$ cat src/rtl/pfsbp_pkg.sv
package pfsbp_pkg;

    // Field and group geometry.
    localparam int DATA_BITS   = 7;
    localparam int BYTE_BITS   = 8;
    localparam int GROUP_BYTES = 8;
    localparam int OUT_BYTES   = 7;
    localparam int GROUP_W     = DATA_BITS * (GROUP_BYTES - 1);
    localparam int PACK_W      = BYTE_BITS * OUT_BYTES;
    localparam int COUNT_W     = $clog2(GROUP_BYTES);
    localparam int REMAIN_W    = $clog2(OUT_BYTES + 1);

    typedef logic [BYTE_BITS-1:0] byte_t;
    typedef logic [DATA_BITS-1:0] data_t;
    typedef logic [GROUP_W-1:0]   group_t;
    typedef logic [PACK_W-1:0]    pack_t;
    typedef logic [COUNT_W-1:0]   count_t;
    typedef logic [REMAIN_W-1:0]  remain_t;

    localparam count_t  LAST_COUNT = count_t'(GROUP_BYTES - 1);
    localparam remain_t FULL_LOAD  = remain_t'(OUT_BYTES);
    localparam remain_t ONE_LEFT   = remain_t'(1);
    localparam remain_t EMPTY      = remain_t'(0);

    // Parity over all bits of a byte: 1 means an odd number of ones.
    function automatic logic odd_parity(input byte_t b);
        return ^b;
    endfunction

endpackage

$ cat src/rtl/parity_filter_seven_bit_packer.sv
// Even-parity filter and seven-bit packer. Each input transaction carries one raw byte;
// a byte with an odd number of one bits is dropped, and a byte with even parity
// contributes bits 7..1. Every eighth kept byte completes a group of 56 bits, which
// leaves as seven output transactions, most significant byte first, with last_of_group
// set on the seventh. A partial group is held and never emitted. An input byte is
// taken every cycle; the only input stall comes from the seven-byte output holding
// register, which drains one byte per cycle while out_stall is low: any byte that
// arrives while seven bytes are already held waits, whatever its parity, while the
// previous group still has more than one byte left to send (or one byte that is
// stalled). With no output stall the block sustains one input byte per cycle.
module parity_filter_seven_bit_packer (
    input  logic              clk,
    input  logic              rst_n,
    input  logic              in_valid,
    output logic              in_stall,
    input  pfsbp_pkg::byte_t  in_byte,
    output logic              out_valid,
    input  logic              out_stall,
    output pfsbp_pkg::byte_t  out_byte,
    output logic              last_of_group
);
    import pfsbp_pkg::*;

    group_t  group_reg,  group_next;
    count_t  count_reg,  count_next;
    pack_t   pack_reg,   pack_next;
    remain_t remain_reg, remain_next;

    logic  in_fire;
    logic  out_fire;
    logic  keep;
    logic  load;
    data_t data;

    // Handshake decode.
    assign out_valid = (remain_reg != EMPTY);
    assign out_fire  = out_valid && !out_stall;
    assign in_stall  = (count_reg == LAST_COUNT) && (remain_reg != EMPTY)
                       && !((remain_reg == ONE_LEFT) && !out_stall);
    assign in_fire   = in_valid && !in_stall;

    assign data = in_byte[BYTE_BITS-1:1];
    assign keep = in_fire && !odd_parity(in_byte);
    assign load = keep && (count_reg == LAST_COUNT);

    // Collection store: shift in seven bits per kept byte, restart on a full group.
    always_comb
    begin
        group_next = group_reg;
        count_next = count_reg;
        if (load)
        begin
            group_next = '0;
            count_next = '0;
        end
        else if (keep)
        begin
            group_next = {group_reg[GROUP_W-DATA_BITS-1:0], data};
            count_next = count_reg + count_t'(1);
        end
    end

    // Output holding register: load a full group, then shift out one byte per transaction.
    always_comb
    begin
        pack_next   = pack_reg;
        remain_next = remain_reg;
        if (load)
        begin
            pack_next   = {group_reg, data};
            remain_next = FULL_LOAD;
        end
        else if (out_fire)
        begin
            pack_next   = {pack_reg[PACK_W-BYTE_BITS-1:0], byte_t'(0)};
            remain_next = remain_reg - remain_t'(1);
        end
    end

    always_ff @(posedge clk or negedge rst_n)
    begin
        if (!rst_n)
        begin
            group_reg  <= '0;
            count_reg  <= '0;
            remain_reg <= EMPTY;
        end
        else
        begin
            group_reg  <= group_next;
            count_reg  <= count_next;
            remain_reg <= remain_next;
        end
    end

    always_ff @(posedge clk)
    begin
        pack_reg <= pack_next;
    end

    assign out_byte      = pack_reg[PACK_W-1:PACK_W-BYTE_BITS];
    assign last_of_group = (remain_reg == ONE_LEFT);

    // A group is loaded only when the holding register is empty or sends its last byte now.
    a_load_no_overwrite: assert property (@(posedge clk) disable iff (!rst_n)
        load |-> ((remain_reg == EMPTY) || ((remain_reg == ONE_LEFT) && out_fire)))
        else $error("group loaded over unsent output bytes");

    // A load always presents a full group of seven bytes next cycle.
    a_load_full: assert property (@(posedge clk) disable iff (!rst_n)
        load |=> (remain_reg == FULL_LOAD))
        else $error("loaded group does not hold seven bytes");

    // The collection count moves only on an accepted input transaction.
    a_count_only_on_input: assert property (@(posedge clk) disable iff (!rst_n)
        !in_fire |=> $stable(count_reg) && $stable(group_reg))
        else $error("collection store changed without an input transaction");

    // Sending the last byte of a group empties the holding register unless a new group loads.
    a_last_drains: assert property (@(posedge clk) disable iff (!rst_n)
        (out_fire && last_of_group && !load) |=> !out_valid)
        else $error("output still valid after the last byte of a group");

endmodule

$ cat config.mk
export PLATFORM = sky130hd
export DESIGN_NAME = parity_filter_seven_bit_packer
export DESIGN_NICKNAME = d
export VERILOG_FILES = /design/src/rtl/pfsbp_pkg.sv /design/src/rtl/parity_filter_seven_bit_packer.sv
export SDC_FILE = /design/constraint.sdc
export NUM_CORES = 1
export LEC_CHECK = 0
export BUFFER_PORTS_ARGS = -buffer_cell sky130_fd_sc_hd__clkbuf_2
export CORE_AREA = 3 3 123 125
export CTS_BUF_LIST = sky130_fd_sc_hd__clkbuf_16
export DETAILED_ROUTE_END_ITERATION = 10
export DIE_AREA = 0 0 126 128
export SLEW_MARGIN = 15
export SYNTH_ARGS = -nofsm -noshare
export SYNTH_HDL_FRONTEND = slang
export SYNTH_SLANG_ARGS = --single-unit
$ cat constraint.sdc
create_clock -name clk -period 7.3 [get_ports clk]
set_clock_uncertainty 0.2 [all_clocks]
set_input_delay 0 -clock clk [delete_from_list [all_inputs] [get_ports clk]]
set_output_delay 0 -clock clk [all_outputs]
set_load 0.01 [all_outputs]
# Word level (Yosys, flattened, before mapping)
# Index checks and enable logic that the tools add are counted.
[totals]
reg_bits = 111
inputBits = 12
output_inout_bits = 11
word_cells = 31
[op_classes]
n_addsub = 2
eq_ne = 2
n_mux = 8
reduce_logical = 15
[ops]
columns = ["cell", "n"]
rows = [
  ["two-way mux 56 bit", 2],
  ["two-way mux 49 bit", 2],
  ["two-way mux 3 bit", 4],
  ["parity 8 bit", 1],
  ["logical AND 1 bit", 7],
  ["logical NOT 1 bit", 4],
  ["nonzero test 2 bit", 2],
  ["adder 3 x 1 -> 3 bit, second input constant", 1],
  ["== test 3 x 1 -> 1 bit, second input constant", 1],
  ["== test 3 bit, second input constant", 1],
  ["nonzero test 3 bit", 1],
  ["subtractor 3 x 1 -> 3 bit, second input constant", 1],
]

# Depth between registers and ports, before layout
# Gate-level depths: netlist (run 1).
[depth]
depth_word = 9
depth_mapped = 8

# Least setup slack after synthesis (run 1)
# Ideal clock, no wire load.
[synth_timing]
path_kind = "flip-flop to flip-flop"
startpoint = "register remain_reg[0]"
endpoint = "register pack_reg[0], enable pin"
setup_ns = 0.415
arrival_ns = 2.694
required_ns = 6.685
path_slack_ns = 3.991
path_stages_with_launch = 9
synth_period_minus_slack_ns = 3.309
cell_sequence = "dfrtp_1 > inv_1 > ha_1 > inv_1 > a21oi_1 > nand4b_4 > buf_2 > buf_2 > nand2_1"
[synth_via]
elab_chain_cells = 9
elab_cells_between_ends = 12
cone_classes = "1 x eq/ne; 11 x reduce/logical"
[synth_lines]
columns = ["item", "line_no", "text"]
rows = [
  ["start, declared", "parity_filter_seven_bit_packer.sv:27", "remain_t remain_reg, remain_next;"],
  ["start signal, assigned", "parity_filter_seven_bit_packer.sv:92", "remain_reg <= remain_next;"],
  ["== test 3 x 1 -> 1 bit", "parity_filter_seven_bit_packer.sv:39", "&& !((remain_reg == ONE_LEFT) && !out_stall);"],
  ["logical AND 1 bit", "parity_filter_seven_bit_packer.sv:39", ""],
  ["logical NOT 1 bit", "parity_filter_seven_bit_packer.sv:39", ""],
  ["logical AND 1 bit", "parity_filter_seven_bit_packer.sv:39", ""],
  ["logical NOT 1 bit", "parity_filter_seven_bit_packer.sv:40", "assign in_fire = in_valid && !in_stall;"],
  ["logical AND 1 bit", "parity_filter_seven_bit_packer.sv:40", ""],
  ["logical AND 1 bit", "parity_filter_seven_bit_packer.sv:43", "assign keep = in_fire && !odd_parity(in_byte);"],
  ["logical AND 1 bit", "parity_filter_seven_bit_packer.sv:44", "assign load = keep && (count_reg == LAST_COUNT);"],
  ["nonzero test 2 bit (no line) *", "-", ""],
  ["end signal, assigned", "parity_filter_seven_bit_packer.sv:98", "pack_reg <= pack_next;"],
  ["end, declared", "parity_filter_seven_bit_packer.sv:26", "pack_t pack_reg, pack_next;"],
]
# Every way passes the cells marked *; elsewhere a longest branch is shown, timed or not.
# A chain may end at the register's enable or synchronous reset.

# Worst setup path after layout (run 1)
[layout_timing]
startpoint = "register count_reg[0]"
endpoint = "register count_reg[1]"
[layout_via]
elab_chain_cells = 8
elab_cells_between_ends = 11
cone_classes = "1 x add/sub; 1 x eq/ne; 2 x mux; 7 x reduce/logical"
[layout_lines]
columns = ["item", "line_no", "text"]
rows = [
  ["start, declared", "parity_filter_seven_bit_packer.sv:25", "count_t count_reg, count_next;"],
  ["start signal, assigned", "parity_filter_seven_bit_packer.sv:91", "count_reg <= count_next;"],
  ["== test 3 bit", "parity_filter_seven_bit_packer.sv:38, parity_filter_seven_bit_packer.sv:44", ""],
  ["logical AND 1 bit", "parity_filter_seven_bit_packer.sv:38", "assign in_stall = (count_reg == LAST_COUNT) && (remain_reg != EMPTY)"],
  ["logical AND 1 bit", "parity_filter_seven_bit_packer.sv:39", ""],
  ["logical NOT 1 bit", "parity_filter_seven_bit_packer.sv:40", ""],
  ["logical AND 1 bit", "parity_filter_seven_bit_packer.sv:40", ""],
  ["logical AND 1 bit", "parity_filter_seven_bit_packer.sv:43", ""],
  ["logical AND 1 bit", "parity_filter_seven_bit_packer.sv:44", ""],
  ["two-way mux 3 bit / nonzero test 2 bit (equally long branches)", "-", ""],
]
# Several ways; a longest one is shown, not always the timed one. The select of a mux whose other input is x is not followed.

==> metrics.md, run 1 <==
| Metric | Value |
|---|---|
| Status | `completed` |
| Maximum vdd ir drop | `151 uV` |
| # rows | `43` |
| Flop2flop setup slack | `3.67 ns` |
| Adder-Cell Fraction of Synth Area | `1.28%` |
| First-pass GRT wire length | `15,300 um` |
| Largest stage delay, worst path | `0.59 ns` |
| Worst Setup End Kind | `register` |
| Yosys warns | `0` |
| Levels on crit path | `9` |
| Post-cts resize count | `0` |
| Vias in the first global route | `3,003` |
| R2r worst-path depth | `9` |
| Avg Inst Size Synth | `13.4 sq um` |
| Die footprint | `16,100 sq um` |
| Vias per inst | `4.94` |
| Max reg flops | `56` |
| Cell taking the most area after synthesis | `edfxtp_1` |
| Cell Chain, Critical Path | `ha_1 > ha_1 > buf_4 > inv_1 > o21ai_4 > buf_4 > nor2_2 > buf_4 > mux2_2` |
| Top cell by count, worst path | `buf_4` |
| Num Clock Sinks | `111` |
| Grt ovf | `0` |
| Nets@finish | `398` |
| # DRC | `0` |
| Slew Limit Fails | `0` |
| Crit-path slowest cell | `inv_1` |
| Sequential area share after synthesis | `62.6%` |
| Largest delay share family, worst path | `buffers and inverters` |
| Comb pwr share | `28.1%` |
| DR pass1 iterations | `4` |
| Fraction of synthesized cell area in xor and xnor cells | `1.59%` |
| Area grow syn2layout | `12.5%` |
| Port bufs | `22` |
| Synth area leaders | `edfxtp_1 (34%), dfrtp_1 (28%), mux2_2 (11%)` |
| Die Span Y | `128 um` |
| Distinct cells, synth | `25` |
| CP Launch Type | `register` |
| Setup CP Type | `register to register` |
| Dpl ws | `3.67 ns` |
| Worst Tran Pin Value | `0.758 ns` |
| # diodes | `0` |
| Initial antenna violation count | `0` |
| Worst r2r src | `count_reg[0]` |
| #FFs+latches synth | `111` |
| Htree depth | `3` |
| Layout cell share with drive strength beyond 1 | `24.9%` |
| Critical Path RT | `7.34 ns` |
| Drt wl/cell | `15.5 um` |
| Seq pwr share | `49.7%` |
| DRT Wirelength | `8760 um` |
| CTS tree | `built` |
| Fin crit share | `49.8%` |
| Antenna-violating nets left | `0` |
| Die X | `126 um` |
| Max cap viols | `0` |
| Post-Syn Nets | `383` |
| Worst hold path class | `primary input to async pin` |
| Post-Synthesis Cell Area | `4890 sq um` |
| GP Congestion | `0.739` |
| Largest net degree at the start of global routing | `61` |
| Clock transition at path regs | `0.08 ns` |
| Worst Path Max Fanout | `59` |
| Sw Pwr | `0.688 mW` |
| Sw frac | `32.9%` |
| Arr. time, crit path | `3.67 ns` |
| Final worst path period need | `3.63 ns` |
| Core area | `14,000 sq um` |
| Simple logic cell fraction of the synthesized area | `3.87%` |
| Final Worst Setup Slack | `3.67 ns` |
| # IOs | `23` |
| Max-slew headroom | `49.4%` |
| Setup TNS | `0 ns` |
| F_max | `275 MHz` |
| Clock power frac | `22.3%` |
| Gr usage total | `11.6%` |
| Leak | `2.23 nW` |
| Detailed placer's ending HPWL | `5090 um` |
| RSZ-0062 raised after global routing | `no` |
| Combinational family with the most area after synthesis | `multiplexers` |
| CP Buf/Inv Count | `4` |
| Iter 0 DRT Violations | `255` |
| Cell count after synthesis | `366` |
| Vias | `2,795` |
| Mux contribution to synthesized area | `15.8%` |
| Internal power | `1.40 mW` |
| Compound-Gate Fraction of Synth Area | `8.63%` |
| Starting Density | `34.9%` |
| Max Buffers Root-to-Sink | `2` |
| Root Driver | `clkbuf_16` |
| Final setup violation count | `0` |
| Final hold vios | `0` |
| Util after Layout | `39.3%` |
| PD cells | `380 nW/um^2` |
| Total CTS buffers | `9` |
| Worst R2R End | `count_reg[1]` |
| Post-synth top area share | `34.4%` |
| Clock latency at the later pin of the worst-skew pair | `0.35 ns` |
-- worst max-delay path by stage --
stage                        startpoint           end  slack [ns]
after floorplan           remain_reg[0]   pack_reg[0]        3.99
after global placement     count_reg[0]  count_reg[1]        3.76
after detailed placement   count_reg[0]  count_reg[1]        3.67
after CTS                  count_reg[0]  count_reg[1]        3.64
after global routing       count_reg[0]  count_reg[1]        3.43
final                      count_reg[0]  count_reg[1]        3.67
-- metrics by stage --
stage,hold slack (ns),total power [mW],instances,area (sq um)
floorplan,-0.496,1.47,366,4890
global placement,-0.00742,1.62,541,5130
detailed placement,-0.00283,1.64,541,5130
CTS,0.162,2.12,566,5500
global route,0.210,2.24,566,5500
finish,0.124,2.09,566,5500
-- cell usage after synthesis --
| master | number |
|---|---|
| nand2b_1 | 3 |
| o21ai_0 | 30 |
| mux2_2 | 46 |
| clkbuf_1 | 15 |
| edfxtp_1 | 56 |
| xor2_1 | 1 |
| a21oi_1 | 1 |
| xnor2_1 | 6 |
| buf_4 | 10 |
| mux2i_1 | 20 |
| nor2_1 | 11 |
| nand4b_4 | 1 |
| mux2_1 | 5 |
| nor2b_1 | 1 |
| dfrtp_1 | 55 |
| o21ai_1 | 1 |
| o211ai_1 | 1 |
| buf_2 | 9 |
| nand2_1 | 23 |
| nand3_1 | 1 |
| or4_1 | 1 |
| xnor2_2 | 1 |
| o41ai_1 | 29 |
| inv_1 | 34 |
| ha_1 | 5 |
-- cells by family after synthesis --
group / Yosys count
simple gates: 41
fa+ha+maj: 5
xor+xnor: 8
mux: 71
compound gates: 62
flops: 111
buf+inv: 68
-- worst register-to-register path, delay by kind of cell, from the launching register on --
| family | cells | cell delay, ns |
|---|---|---|
| mux | 1 | 0.39 |
| flops | 1 | 0.40 |
| compound gates | 1 | 0.11 |
| buf+inv | 4 | 1.54 |
| fa+ha+maj | 2 | 0.38 |
| simple gates | 1 | 0.51 |
-- placed cells by master (no fill, tap or decap) --
master,count
edfxtp_1,56
dfrtp_1,55
mux2_2,46
inv_1,34
o21ai_0,30
o41ai_1,29
nand2_1,22
clkbuf_2,22
mux2i_1,20
nor2_1,10
clkbuf_16,9
dlygate4sd3_1,9
buf_4,7
xnor2_1,6
mux2_1,5
ha_1,5
clkinv_4,4
nand2b_1,3
clkinvlp_4,2
a21oi_1,1
xor2_1,1
xnor2_4,1
nand4b_4,1
nor2b_1,1
nand2_2,1
o21ai_4,1
nor2_2,1
o211ai_1,1
or4_1,1
nand3_1,1
inv_6,1
-- metal layers --
layer	vias up	global-route usage (%)	routed length, um
met4	0	4.35	142
li1	1336	-	-
met2	45	19.5	4360
met3	12	2.17	269
met5	-	0	0
met1	1402	15.0	3990
-- power groups by stage --
stage / registers, mW / clock network, mW / logic, mW
3_3_place_gp: 1.05 / 0 / 0.569
2_1_floorplan: 1.01 / 0 / 0.463
3_5_place_dp: 1.06 / 0 / 0.585
6_report: 1.04 / 0.466 / 0.587
4_1_cts: 1.04 / 0.476 / 0.596
5_1_grt: 1.07 / 0.503 / 0.668
-- final cells by class --
| class | instances | area, sq um |
|---|---|---|
| fillers | 1337 | 8490 |
| flip-flops and latches | 111 | 3060 |
| multi-input cells | 187 | 1550 |
| repair buffers | 38 | 253 |
| clock buffers | 9 | 225 |
| well taps | 180 | 225 |
| inverters | 34 | 128 |
| clock inverters | 7 | 58.8 |
-- timing repair --
item                      4_1_cts  5_1_grt
hold endpoints to repair       72        0
buffers inserted                0        0
hold buffers                    9        0
No activity file was read; power rests on OpenSTA's default activity.
==> run 2: changes to the inputs <==
- ABC_AREA: unset -> 1
- CORE_AREA: 3 3 123 125 -> 3 3 135 137
- DIE_AREA: 0 0 126 128 -> 0 0 138 140
- clock period: 7.3 -> 3.6 ns (I/O delays scaled with it)
==> run 2 against run 1 <==
Compared with the run above:
- combinational power grew 110%
- cell count grew 64%
- via count grew 48%
- register-to-register slack lost 2.5 ns
- core utilization shrank 1.9 points
- clock-buffer cell count is the same
- maximum frequency grew 51%
- synthesized cell count grew 91%
- die area grew 20%
- hold slack lost 0.038 ns
- first-iteration DRC count grew 18%
- highest routed layer unchanged
==> metrics.md, run 2 <==
| Metric | Value |
|---|---|
| Status | `completed` |
| Leak | `3.38 nW (+52%)` |
| Core area | `17,200 sq um (+23%)` |
| Worst Tran Pin Value | `0.932 ns (+0.174 ns)` |
| # rows | `48 (+12%)` |
| Max cap viols | `0 (unchanged)` |
| Starting Density | `34.9% (-0.060 points)` |
| Largest net degree at the start of global routing | `102 (+67%)` |
| Dpl cells | `905 (+67%)` |
| Worst R2R End | `pack_reg[22]` |
| Slew Limit Fails | `0 (unchanged)` |
| Die footprint | `19,300 sq um (+20%)` |
| Cell count after synthesis | `699 (+91%)` |
| Maximum vdd ir drop | `298 uV (+97%)` |
| Nets@finish | `717 (+80%)` |
| Count leader, synth | `nand2_1` |
| Cell Chain, Critical Path | `inv_1 > ha_1 > inv_1 > nor2_2 > nand2_2 > a31oi_4 > nand3_2 > buf_4 > nand2_2 > buf_4` |
| Setup repair bufs after CTS | `0 (unchanged)` |
| Iter 0 DRT Violations | `300 (+18%)` |
| Worst r2r src | `remain_reg[1]` |
| Final hold vios | `0 (unchanged)` |
| PD cells | `668 nW/um^2 (+76%)` |
| Largest stage delay, worst path | `0.40 ns (-0.19 ns)` |
| Root Driver | `clkbuf_16` |
| Vias in the first global route | `4,073 (+36%)` |
| # diodes | `0 (unchanged)` |
| Setup TNS | `0 ns (unchanged)` |
| R2r worst-path depth | `10 (+1)` |
| DRT Wirelength | `11,300 um (+29%)` |
| F_max | `414 MHz (+51%)` |
| Distinct cells, synth | `22 (-12%)` |
| Most frequent cells in the layout | `nand2_1 (295), inv_1 (111), edfxtp_1 (56)` |
| Clock latency at the later pin of the worst-skew pair | `0.34 ns (about the same)` |
| Worst hold path class | `primary input to async pin` |
| Antenna-violating nets left | `0 (unchanged)` |
| Synth async-reset ratio | `49.5% (unchanged)` |
| Top cells by count, synth | `nand2_1 (296), inv_1 (111), edfxtp_1 (56)` |
| Design Area, Final | `6430 sq um (+17%)` |
| DR WL met2 | `5390 um (+24%)` |
| Footprint of the multi-input gates | `2070 sq um (+33%)` |
| Avg Inst Size Synth | `8.57 sq um (-36%)` |
| Sequential area share after synthesis | `51.0% (-12 points)` |
| Placed cell area | `6050 sq um (+18%)` |
| Post-synth top area share | `28.1% (-6.3 points)` |
| Yosys warns | `0 (unchanged)` |
| # IOs | `23 (unchanged)` |
| Wl on met1 | `5530 um (+39%)` |
| Port bufs | `22 (unchanged)` |
| Drt wl/cell | `12.2 um (-21%)` |
| Post-Synthesis Cell Area | `5990 sq um (+23%)` |
| CTS Hold Bufs | `9 (unchanged)` |
| Max Buffers Root-to-Sink | `2 (unchanged)` |
| Highest Signal Layer | `met4` |
| Initial antenna violation count | `0 (unchanged)` |
| Final worst path period need | `2.41 ns (-1.22 ns)` |
| # DRC | `0 (unchanged)` |
| Num Clock Sinks | `111 (unchanged)` |
| Layout cell share with drive strength beyond 1 | `14.6% (-10 points)` |
| Post-Syn Nets | `716 (+87%)` |
| WL met3 | `258 um (-4.1%)` |
| Total CTS buffers | `9 (unchanged)` |
| Worst Path Max Fanout | `33 (-44%)` |
| DR pass1 iterations | `4 (unchanged)` |
| Post-cts resize count | `0 (unchanged)` |
| Worst Setup End Kind | `register` |
| #FFs+latches synth | `111 (unchanged)` |
| Fin cells | `930 (+64%)` |
| Area grow syn2layout | `7.27%` |
| Cell taking the most area after synthesis | `edfxtp_1` |
| Crit-path slowest cell | `buf_4` |
| Register area | `3060 sq um (unchanged)` |
| Max reg flops | `56 (unchanged)` |
| Commonest non-fill, non-tap cell in the layout | `nand2_1` |
| Setup CP Type | `register to register` |
| Post-synth EDFFs | `56 (unchanged)` |
| Fin crit share | `67.1% (+17 points)` |
| First-pass GRT wire length | `19,400 um (+27%)` |
| Largest delay share family, worst path | `buffers and inverters` |
| CP Buf/Inv Count | `4 (unchanged)` |
| Max-slew headroom | `37.8% (-12 points)` |
| Final setup violation count | `0 (unchanged)` |
| Vias per inst | `4.44 (-10%)` |
| Grt ovf | `0 (unchanged)` |
| CTS tree | `built` |
| Clock transition at path regs | `0.07 ns (about the same)` |
| RSZ-0062 raised after global routing | `no` |
| Detailed placer's ending HPWL | `6340 um (+24%)` |
| Die X | `138 um (+9.5%)` |
| Flop2flop setup slack | `1.19 ns (-2.48 ns)` |
| FILL cells | `1,776 (+33%)` |
| Die Span Y | `140 um (+9.4%)` |
| Gr usage total | `12.1% (+0.46 points)` |
| CP Launch Type | `register` |
| Synth Flop Type | `edfxtp_1` |
| Htree depth | `3 (unchanged)` |
| Critical Path RT | `3.39 ns (-3.95 ns)` |
| Synth area leaders | `edfxtp_1 (28%), dfrtp_1 (23%), nand2_1 (19%)` |
| GP Congestion | `0.723 (-2.3%)` |
| Arr. time, crit path | `2.20 ns (-1.47 ns)` |
| Vias | `4,130 (+48%)` |
[run 2: cell types whose count changed after synthesis, sizes merged, moves of 2 or more]
| cell | previous run | this run |
|---|---|---|
| buf | 19 | 47 |
| nand2b | 3 | 0 |
| clkbuf | 15 | 5 |
| inv | 34 | 116 |
| xnor2 | 7 | 0 |
| nand2 | 23 | 300 |
| mux2 | 51 | 0 |
| nand3 | 1 | 54 |
| o21ai | 31 | 1 |
| nor2 | 11 | 9 |
| nand4 | 0 | 48 |
| o41ai | 29 | 0 |
| mux2i | 20 | 0 |
[run 2: final cells by class]
type / instances / area share (%)
clock buffers: 9 / 3.50
clock inverters: 7 / 0.993
inverters: 116 / 6.78
multi-input cells: 420 / 32.2
flip-flops and latches: 111 / 47.6
well taps: 225 / 4.38
repair buffers: 42 / 4.60
[run 2: cells by family after synthesis]
| kind of cell | after synthesis | synth area share [%] |
|---|---|---|
| xor+xnor | 1 | 0.146 |
| simple gates | 412 | 32.7 |
| flops | 111 | 51.0 |
| buf+inv | 168 | 14.6 |
| fa+ha+maj | 5 | 1.04 |
| compound gates | 2 | 0.439 |
[run 2: power by group]
group	leakage, nW	internal [mW]	switching, mW
sequential	1.12	1.82	0.238
clock	0.139	0.534	0.439
combinational	2.12	0.416	0.843
[run 2: metrics by stage]
step                utilization (%)  hold slack (ns)  power [mW]  worst slack [ns]
floorplan                         -           -0.496        3.13             0.391
CTS                            37.4           0.0788        4.34              1.18
finish                         37.4           0.0856        4.29              1.19
global route                   37.4            0.125        4.64              1.01
detailed placement             35.2          -0.0602        3.35              1.19
global placement               35.2          -0.0694        3.32              1.24
[run 2: worst reg2reg max path, delay by kind of cell (launching register included)]
family                     cells  cell delay (ns)
AOI/OAI and AO/OA              1             0.18
adders and majority gates      1             0.15
buffers and inverters          4             0.75
DFF                            1             0.37
and+or+nand+nor                4             0.37
[run 2: worst max path at each step]
stage	slack [ns]	cells past startpoint	from	end
finish	1.19	10	remain_reg[1]	pack_reg[22]
global route	1.01	12	remain_reg[1]	group_reg[21]
CTS	1.18	10	remain_reg[1]	pack_reg[12]
detailed placement	1.19	10	remain_reg[1]	pack_reg[43]
global placement	1.24	10	remain_reg[1]	pack_reg[35]
floorplan	0.39	7	count_reg[0]	pack_reg[0]
[run 2: metal layers]
layer | up-vias | global-route usage, %
met1 | 1917 | 15.5
met2 | 34 | 20.6
li1 | 2170 | -
met4 | 0 | 3.85
met3 | 9 | 2.53
met5 | - | 0
